===== src/hdl/bsc_pkg.sv =====
// ----------------------------------------------------------------------------
// bsc_pkg
// shared types and constants for the b-spline curve point evaluator
// ----------------------------------------------------------------------------
package bsc_pkg;

	localparam int NUM_POINTS_DEF = 4;
	localparam int DEGREE_DEF     = 3;

	localparam logic [1:0] OP_EVAL  = 2'd0;
	localparam logic [1:0] OP_POINT = 2'd1;
	localparam logic [1:0] OP_KNOT  = 2'd2;

	localparam logic [1:0] ST_OK    = 2'd0;
	localparam logic [1:0] ST_INDEX = 2'd1;
	localparam logic [1:0] ST_RANGE = 2'd2;

	typedef struct packed {
		logic [1:0]         opcode;
		logic [2:0]         entry_index;
		logic signed [15:0] point_x;
		logic signed [15:0] point_y;
		logic [15:0]        knot_value;
		logic [15:0]        param_t;
	} in_item_t;

	typedef struct packed {
		logic signed [15:0] curve_x;
		logic signed [15:0] curve_y;
		logic               from_eval;
		logic [1:0]         status;
	} out_item_t;

	// divider control and status
	typedef struct packed {
		logic        start;
		logic [32:0] dividend;
		logic [16:0] divisor;
	} div_req_t;

	typedef struct packed {
		logic        done;
		logic [32:0] quotient;
	} div_rsp_t;

endpackage


===== src/hdl/bsc_div.sv =====
// ----------------------------------------------------------------------------
// bsc_div
// restoring unsigned divider, one quotient bit per cycle
// ----------------------------------------------------------------------------
module bsc_div (
	input  logic              clk,
	input  logic              arst_n,
	input  bsc_pkg::div_req_t req,
	output bsc_pkg::div_rsp_t rsp
);

	logic [32:0] quo_q;
	logic [16:0] rem_q;
	logic [16:0] den_q;
	logic [5:0]  cnt_q;
	logic        busy_q;
	logic        done_q;
	logic [17:0] trial;

	assign trial = {rem_q, quo_q[32]} - {1'b0, den_q};

	always_ff @(posedge clk or negedge arst_n) begin
		if (!arst_n) begin
			busy_q <= 1'b0;
			done_q <= 1'b0;
			cnt_q  <= '0;
		end else begin
			done_q <= 1'b0;
			if (req.start) begin
				busy_q <= 1'b1;
				cnt_q  <= 6'd33;
			end else if (busy_q) begin
				cnt_q <= cnt_q - 6'd1;
				if (cnt_q == 6'd1) begin
					busy_q <= 1'b0;
					done_q <= 1'b1;
				end
			end
		end
	end

	always_ff @(posedge clk) begin
		if (req.start) begin
			quo_q <= req.dividend;
			den_q <= req.divisor;
			rem_q <= '0;
		end else if (busy_q) begin
			if (!trial[17]) begin
				rem_q <= trial[16:0];
				quo_q <= {quo_q[31:0], 1'b1};
			end else begin
				rem_q <= {rem_q[15:0], quo_q[32]};
				quo_q <= {quo_q[31:0], 1'b0};
			end
		end
	end

	assign rsp.done     = done_q;
	assign rsp.quotient = quo_q;

endmodule


===== src/hdl/bspline_curve_point_eval.sv =====
// ----------------------------------------------------------------------------
// bspline_curve_point_eval
// b-spline curve point evaluation by the cox-de boor recursion
// ----------------------------------------------------------------------------
// channel  direction  payload     handshake
// in       input      in_item_t   in_valid / in_ready
// out      output     out_item_t  out_valid / out_ready
//
// a write answers the cycle after acceptance. an evaluate first builds the
// degree-zero basis, then works 2 x (K-1-p) terms for each degree p, K = knot
// count, each by a divide (issue, shift out the quotient bits, collect) or
// skipped when its numerator, denominator or basis value is not positive,
// then accumulates NUM_POINTS products and rounds. stores clear at reset. a
// waiting result holds off the next transaction until it is taken.
// ----------------------------------------------------------------------------
module bspline_curve_point_eval #(
	parameter int NUM_POINTS = bsc_pkg::NUM_POINTS_DEF,
	parameter int DEGREE     = bsc_pkg::DEGREE_DEF
) (
	input  logic                clk,
	input  logic                arst_n,
	input  logic                in_valid,
	output logic                in_ready,
	input  bsc_pkg::in_item_t   in_data,
	output logic                out_valid,
	input  logic                out_ready,
	output bsc_pkg::out_item_t  out_data
);

	localparam int NK = NUM_POINTS + DEGREE + 1;
	localparam int KW = $clog2(NK);
	localparam int PW = $clog2(NUM_POINTS);
	localparam int DW = $clog2(DEGREE + 1);

	typedef enum logic [2:0] {
		S_IDLE, S_BASE, S_TERM, S_WAIT, S_ACC, S_DONE, S_OUT
	} state_t;

	state_t      state_q;
	logic [15:0] cx_q [NUM_POINTS];
	logic [15:0] cy_q [NUM_POINTS];
	logic [15:0] knot_q [NK];
	logic [16:0] basis_q [NK];
	logic [15:0] t_q;
	logic [KW-1:0] i_q;
	logic [DW-1:0] p_q;
	logic        half_q;
	logic [31:0] term_q;
	logic signed [40:0] sx_q, sy_q;
	bsc_pkg::out_item_t res_q;

	bsc_pkg::div_req_t dreq;
	bsc_pkg::div_rsp_t drsp;

	bsc_div u_div (.clk(clk), .arst_n(arst_n), .req(dreq), .rsp(drsp));

	// operands of the current term
	logic [KW:0]        ia, ib, ic, id;
	logic signed [17:0] num, den;
	logic [16:0]        bsel;
	logic               skip;
	logic [31:0]        vsum;
	logic [16:0]        vclamp;
	logic               last_i;
	logic               last_p;
	logic signed [33:0] px, py;
	logic [PW-1:0]      ip;

	always_comb begin
		ia = {1'b0, i_q} + {1'b0, KW'(half_q)};
		ib = {1'b0, i_q} + (KW+1)'(p_q) + {{KW{1'b0}}, half_q};
		ic = ia;
		id = ib;
		if (!half_q) begin
			num = $signed({2'b0, t_q}) - $signed({2'b0, knot_q[ia[KW-1:0]]});
			den = $signed({2'b0, knot_q[ib[KW-1:0]]})
				- $signed({2'b0, knot_q[ic[KW-1:0]]});
		end else begin
			num = $signed({2'b0, knot_q[id[KW-1:0]]}) - $signed({2'b0, t_q});
			den = $signed({2'b0, knot_q[id[KW-1:0]]})
				- $signed({2'b0, knot_q[ia[KW-1:0]]});
		end
		bsel = basis_q[ia[KW-1:0]];
		skip = (num <= 0) || (den <= 0) || (bsel == 17'd0);
		dreq.start    = (state_q == S_TERM) && !skip;
		dreq.dividend = 33'(num[15:0]) * 33'(bsel);
		dreq.divisor  = den[16:0];
		// the pair of terms adds modulo 2^32 before the clamp
		vsum = term_q + (skip ? 32'd0 : drsp.quotient[31:0]);
		vclamp = (vsum > 32'h10000) ? 17'h10000 : vsum[16:0];
		last_i = (32'(i_q) + 32'(p_q) + 2 >= NK);
		last_p = (32'(p_q) == DEGREE);
		ip = i_q[PW-1:0];
		px = $signed(cx_q[ip]) * $signed({1'b0, basis_q[i_q]});
		py = $signed(cy_q[ip]) * $signed({1'b0, basis_q[i_q]});
	end

	function automatic logic [15:0] rsat(input logic signed [40:0] s);
		logic signed [40:0] b;
		logic signed [24:0] q;
		b = s + 41'sd32768;
		q = b[40:16];
		if (q > 25'sd32767) return 16'h7fff;
		if (q < -25'sd32768) return 16'h8000;
		return q[15:0];
	endfunction

	always_ff @(posedge clk or negedge arst_n) begin
		if (!arst_n) begin
			state_q <= S_IDLE;
			for (int k = 0; k < NUM_POINTS; k++) begin
				cx_q[k] <= '0;
				cy_q[k] <= '0;
			end
			for (int k = 0; k < NK; k++) knot_q[k] <= '0;
		end else begin
			case (state_q)
				S_IDLE: if (in_valid) begin
					t_q <= in_data.param_t;
					case (in_data.opcode)
						bsc_pkg::OP_EVAL: begin
							if (in_data.param_t < knot_q[0]
								|| in_data.param_t >= knot_q[NK-1]) begin
								res_q <= '{16'sd0, 16'sd0, 1'b1, bsc_pkg::ST_RANGE};
								state_q <= S_OUT;
							end else
								state_q <= S_BASE;
						end
						bsc_pkg::OP_POINT: begin
							if (32'(in_data.entry_index) < NUM_POINTS) begin
								cx_q[PW'(in_data.entry_index)] <= in_data.point_x;
								cy_q[PW'(in_data.entry_index)] <= in_data.point_y;
								res_q <= '{16'sd0, 16'sd0, 1'b0, bsc_pkg::ST_OK};
							end else
								res_q <= '{16'sd0, 16'sd0, 1'b0, bsc_pkg::ST_INDEX};
							state_q <= S_OUT;
						end
						bsc_pkg::OP_KNOT: begin
							if (32'(in_data.entry_index) < NK) begin
								knot_q[KW'(in_data.entry_index)] <= in_data.knot_value;
								res_q <= '{16'sd0, 16'sd0, 1'b0, bsc_pkg::ST_OK};
							end else
								res_q <= '{16'sd0, 16'sd0, 1'b0, bsc_pkg::ST_INDEX};
							state_q <= S_OUT;
						end
						default: begin
							res_q <= '{16'sd0, 16'sd0, 1'b0, bsc_pkg::ST_INDEX};
							state_q <= S_OUT;
						end
					endcase
				end
				S_BASE: begin
					for (int k = 0; k < NK - 1; k++)
						basis_q[k] <= (t_q >= knot_q[k] && t_q < knot_q[k+1])
							? 17'h10000 : 17'd0;
					basis_q[NK-1] <= '0;
					i_q <= '0;
					p_q <= DW'(1);
					half_q <= 1'b0;
					term_q <= '0;
					state_q <= S_TERM;
				end
				S_TERM: begin
					if (skip) begin
						if (!half_q) half_q <= 1'b1;
						else begin
							basis_q[i_q] <= vclamp;
							half_q <= 1'b0;
							term_q <= '0;
							if (last_i) begin
								i_q <= '0;
								if (last_p) begin
									sx_q <= '0;
									sy_q <= '0;
									state_q <= S_ACC;
								end else p_q <= p_q + DW'(1);
							end else i_q <= i_q + KW'(1);
						end
					end else state_q <= S_WAIT;
				end
				S_WAIT: if (drsp.done) begin
					if (!half_q) begin
						term_q <= vsum;
						half_q <= 1'b1;
						state_q <= S_TERM;
					end else begin
						basis_q[i_q] <= vclamp;
						half_q <= 1'b0;
						term_q <= '0;
						if (last_i) begin
							i_q <= '0;
							if (last_p) begin
								sx_q <= '0;
								sy_q <= '0;
								state_q <= S_ACC;
							end else begin
								p_q <= p_q + DW'(1);
								state_q <= S_TERM;
							end
						end else begin
							i_q <= i_q + KW'(1);
							state_q <= S_TERM;
						end
					end
				end
				S_ACC: begin
					sx_q <= sx_q + 41'(px);
					sy_q <= sy_q + 41'(py);
					if (32'(i_q) == NUM_POINTS - 1) state_q <= S_DONE;
					else i_q <= i_q + KW'(1);
				end
				S_DONE: begin
					res_q <= '{rsat(sx_q), rsat(sy_q), 1'b1, bsc_pkg::ST_OK};
					state_q <= S_OUT;
				end
				S_OUT: if (out_ready) state_q <= S_IDLE;
				default: state_q <= S_IDLE;
			endcase
		end
	end

	assign in_ready  = (state_q == S_IDLE);
	assign out_valid = (state_q == S_OUT);
	assign out_data  = res_q;

endmodule


===== config.mk =====
export PLATFORM = sky130hd
export DESIGN_NAME = bspline_curve_point_eval
export DESIGN_NICKNAME = d
export VERILOG_FILES = /design/src/hdl/bsc_pkg.sv /design/src/hdl/bsc_div.sv /design/src/hdl/bspline_curve_point_eval.sv
export SDC_FILE = /design/constraint.sdc
export NUM_CORES = 2
export LEC_CHECK = 0
export BUFFER_PORTS_ARGS = -buffer_cell sky130_fd_sc_hd__clkbuf_2
export CAP_MARGIN = 20
export CORE_ASPECT_RATIO = 0.6
export CORE_MARGIN = 2
export CORE_UTILIZATION = 58
export DETAILED_ROUTE_END_ITERATION = 10
export PLACE_DENSITY = 0.74
export SETUP_SLACK_MARGIN = 0.02
export SLEW_MARGIN = 25
export SYNTH_ARGS = -nofsm -noshare
export SYNTH_HDL_FRONTEND = slang
export SYNTH_SLANG_ARGS = --single-unit

===== constraint.sdc =====
create_clock -name clk -period 19.1 [get_ports clk]
set_clock_uncertainty 0.1 [all_clocks]
set_input_delay 3.82 -clock clk [delete_from_list [all_inputs] [get_ports clk]]
set_output_delay 3.82 -clock clk [all_outputs]
set_load 0.02 [all_outputs]

==> reports/results.tsv <==
metric	value	unit
slowest CP cell	xor2_1	
leakage power	0.0342	uW
Core ar.	119000	um^2
Yosys reg bits	644	
global-route wire length before repair	319000	um
total global-route track usage	0.339	
max-cap check violation count	0	
met1 Use GR	0.527	
DR vias/cell	6.20	
pin slew with the least headroom to its limit	1.14	ns
initial core utilization	0.583	
Avg Cell Area, Syn	9.89	um^2
Synth area leader	fa_1	
crit path kind	reg -> reg	
DRC violations left	0	
Fin Setup TNS	0	ns
Seq/Total Area, Yosys	0.257	
layout cells sized above 1	0.116	
WP data required	19.50	ns
layer with the highest usage	met1	
H-tree depth	3	
fin nets	8415	
hold slack	0.403	ns
TritonCTS Buffers	70	
Post-Syn Area	69200	um^2
Slew Limit Fails	0	
detailed-route via count	53700	
CP dominant cell by count	buf_4	
placed cells	8517	
Cells after Synth	6993	
Post-Syn Nets	8417	
Util after Layout	0.624	
Buf+Inv Stages, Crit Path	6	
Crit Path Max Fanout	91	
largest cells by area after synthesis	fa_1 20%, edfxtp_1 15%, ha_1 12%	
maximum VDD drop	0.0728	mV
top-area cell type share of the netlist area	0.203	
CTS Root Cell	clkbuf_16	
DPL Wire Length	158000	um
Tot Pwr	2970	uW
RSZ-0062 raised after global routing	no	
R2R Setup Slk	5.51	ns
Final ANT Viol Nets	0	
I/O pin count	110	
non-filler cells, final	8650	
vias in the first global route	53700	
DR iter-0 viols	6472	
count of cell types in the netlist	90	
CTS Hold Bufs	0	
largest net degree at the start of global routing	92	
clk slew on worst S/H paths	0.06	ns
# port buffers	109	
P per Cell Area	40.0	nW/um^2
Final Hold Vio Count	0	
met2 Use GR	0.442	
die height	271	um
CTS sink cnt	644	
ys async rst share	0.415	
drt total wl	204000	um
crit path DAT	13.99	ns
Core Rows	98	
ys flop type	edfxtp_1	
CTS tree	built	
EDFF count, synth	357	
PostCTS Resize Cnt	0	
fin crit period	13.59	ns
status	complete, no violations	
GP Congestion	0.980	
synth warn	0	
Die Area	122000	um^2
Fillers	9595	
Critical Path Source Type	register	
gr ovfl total	0	
Clk Latency, worst-skew pair	0.71	ns
DR WL/cell	23.6	um
Critical Path End Type	register	
Slew HR	0.241	
Max Root-Sink Buffers	3	
post-CTS setup buffers	0	
FMAX	73.6	MHz
CP top delay family	simple AND/OR/NAND/NOR gates	
die width	450	um
worst hold path class	reg -> reg	
Final setup violation count	0	
Final Cycle Share	0.712	
DRT Pass-1 Iters	6	
CP max stage delay	0.72	ns
initial antenna violation count	6	
met3 Use GR	0.135	
Synth-to-Final Area Change	7.09	%
-- power by group --
| part | total, uW | switching [uW] | leakage (uW) | internal, uW |
|---|---|---|---|---|
| clock | 1470 | 658 | 0.00117 | 815 |
| sequential | 1460 | 0 | 0.00681 | 1460 |
| combinational | 37.5 | 27.6 | 0.0262 | 9.88 |
| total | 2970 | 685 | 0.0342 | 2280 |
-- kinds of logic (layout without fill, tap and decap cells) --
| group | Yosys count | in the layout | synth area share |
|---|---|---|---|
| adder cells (fa/ha/maj) | 1351 | 1351 | 0.320 |
| other | 0 | 4 | 0 |
| AO/OA/AOI/OAI | 920 | 920 | 0.0859 |
| flip-flops | 644 | 644 | 0.257 |
| AND/OR/NAND/NOR | 2046 | 2046 | 0.136 |
| XOR/XNOR | 195 | 195 | 0.0247 |
| multiplexers | 484 | 484 | 0.102 |
| buffers and inverters | 1353 | 1406 | 0.0739 |
-- cell usage after synthesis (all sizes together), types with 80 or more instances --
master / n
clkbuf: 229
fa: 700
o21a: 87
o21ai: 242
edfxtp: 357
mux2: 264
and2: 117
inv: 1067
a21oi: 207
xnor2: 115
xor2: 80
ha: 651
nor2: 516
a21o: 109
dfrtp: 267
nor3: 210
mux4: 151
nand2: 793
-- sequential cells by signal (all words and copies together), names as in the netlist, 32 cells and up, named ones only --
name         cells
out_data        35
sy_q            41
u_div.quo_q     33
term_q          32
sx_q            41
cy_q            64
cx_q            64
knot_q         128
basis_q        136
-- worst register-to-register path: cells and delay by family (launching register included) --
kind | cells | cell delay [ns]
and+or+nand+nor | 13 | 5.11
buffers and inverters | 6 | 2.22
AOI/OAI and AO/OA | 6 | 2.34
xor gates and xnor gates | 1 | 0.72
DFF | 1 | 0.32
muxes | 3 | 1.38
adders and majority gates | 3 | 1.19
-- cell type report --
class | count | area (um^2) | share of cell area
Sequential cell | 644 | 17800 | 0.240
Clock buffer | 88 | 1900 | 0.0257
Tap cell | 1600 | 2000 | 0.0270
Inverter | 1068 | 4010 | 0.0541
Antenna cell | 4 | 10.0 | 0.000135
Timing Repair Buffer | 211 | 1350 | 0.0182
Multi-Input combinational cell | 4996 | 46500 | 0.628
Clock inverter | 39 | 492 | 0.00664
-- final timing paths --
check	cells past startpoint	end	start
worst min register to register	1	cx_q[0]	cx_q[0]
min in group asynchronous	1	knot_q[102]	arst_n
max in group asynchronous	3	cx_q[40]	arst_n
worst max-delay path	32	basis_q[6][13]	i_q[1]
worst min-delay path	1	cx_q[0]	cx_q[0]
worst max register to register	32	basis_q[6][13]	i_q[1]
-- per-stage QoR --
stage | setup WS [ns] | cell area [um^2]
3_5_place_dp | 6.15 | 71600
3_3_place_gp | 6.38 | 71600
2_1_floorplan | 3.12 | 69200
5_1_grt | 4.98 | 74100
6_report | 5.51 | 74100
4_1_cts | 5.91 | 74000
-- layout by cell type (no fill, tap or decap), types with 20 or more instances in the layout --
| cell | synthesis | routed |
|---|---|---|
| nor2b_1 | 61 | 60 |
| nor3_1 | 201 | 198 |
| mux4_2 | 151 | 151 |
| dfrtp_1 | 267 | 267 |
| o21a_1 | 87 | 87 |
| nor4_1 | 30 | 29 |
| mux2_2 | 261 | 261 |
| xor2_1 | 80 | 78 |
| a31oi_1 | 24 | 24 |
| mux2i_1 | 69 | 67 |
| clkbuf_16 | 0 | 72 |
| a21o_1 | 109 | 108 |
| a21oi_1 | 206 | 206 |
| o21ai_0 | 224 | 224 |
| inv_1 | 1065 | 1065 |
| clkbuf_2 | 0 | 108 |
| fa_1 | 700 | 698 |
| o21bai_1 | 20 | 20 |
| nand2b_1 | 77 | 77 |
| nand2_1 | 793 | 786 |
| ha_1 | 651 | 649 |
| nand3_1 | 65 | 65 |
| and2_1 | 116 | 116 |
| a211oi_1 | 42 | 42 |
| nor2_1 | 516 | 510 |
| and3_1 | 48 | 48 |
| edfxtp_1 | 357 | 357 |
| xnor2_1 | 115 | 111 |
| o211ai_1 | 24 | 24 |
| buf_4 | 0 | 98 |
| nand4_1 | 36 | 36 |
-- metal layers --
layer / vias to the layer above / share of wire
li1: 23500 / -
met4: 8 / 0.020
met1: 26600 / 0.44
met2: 3178 / 0.38
met3: 339 / 0.15
met5: - / 0.00026
No activity file was read; power rests on OpenSTA's default activity.
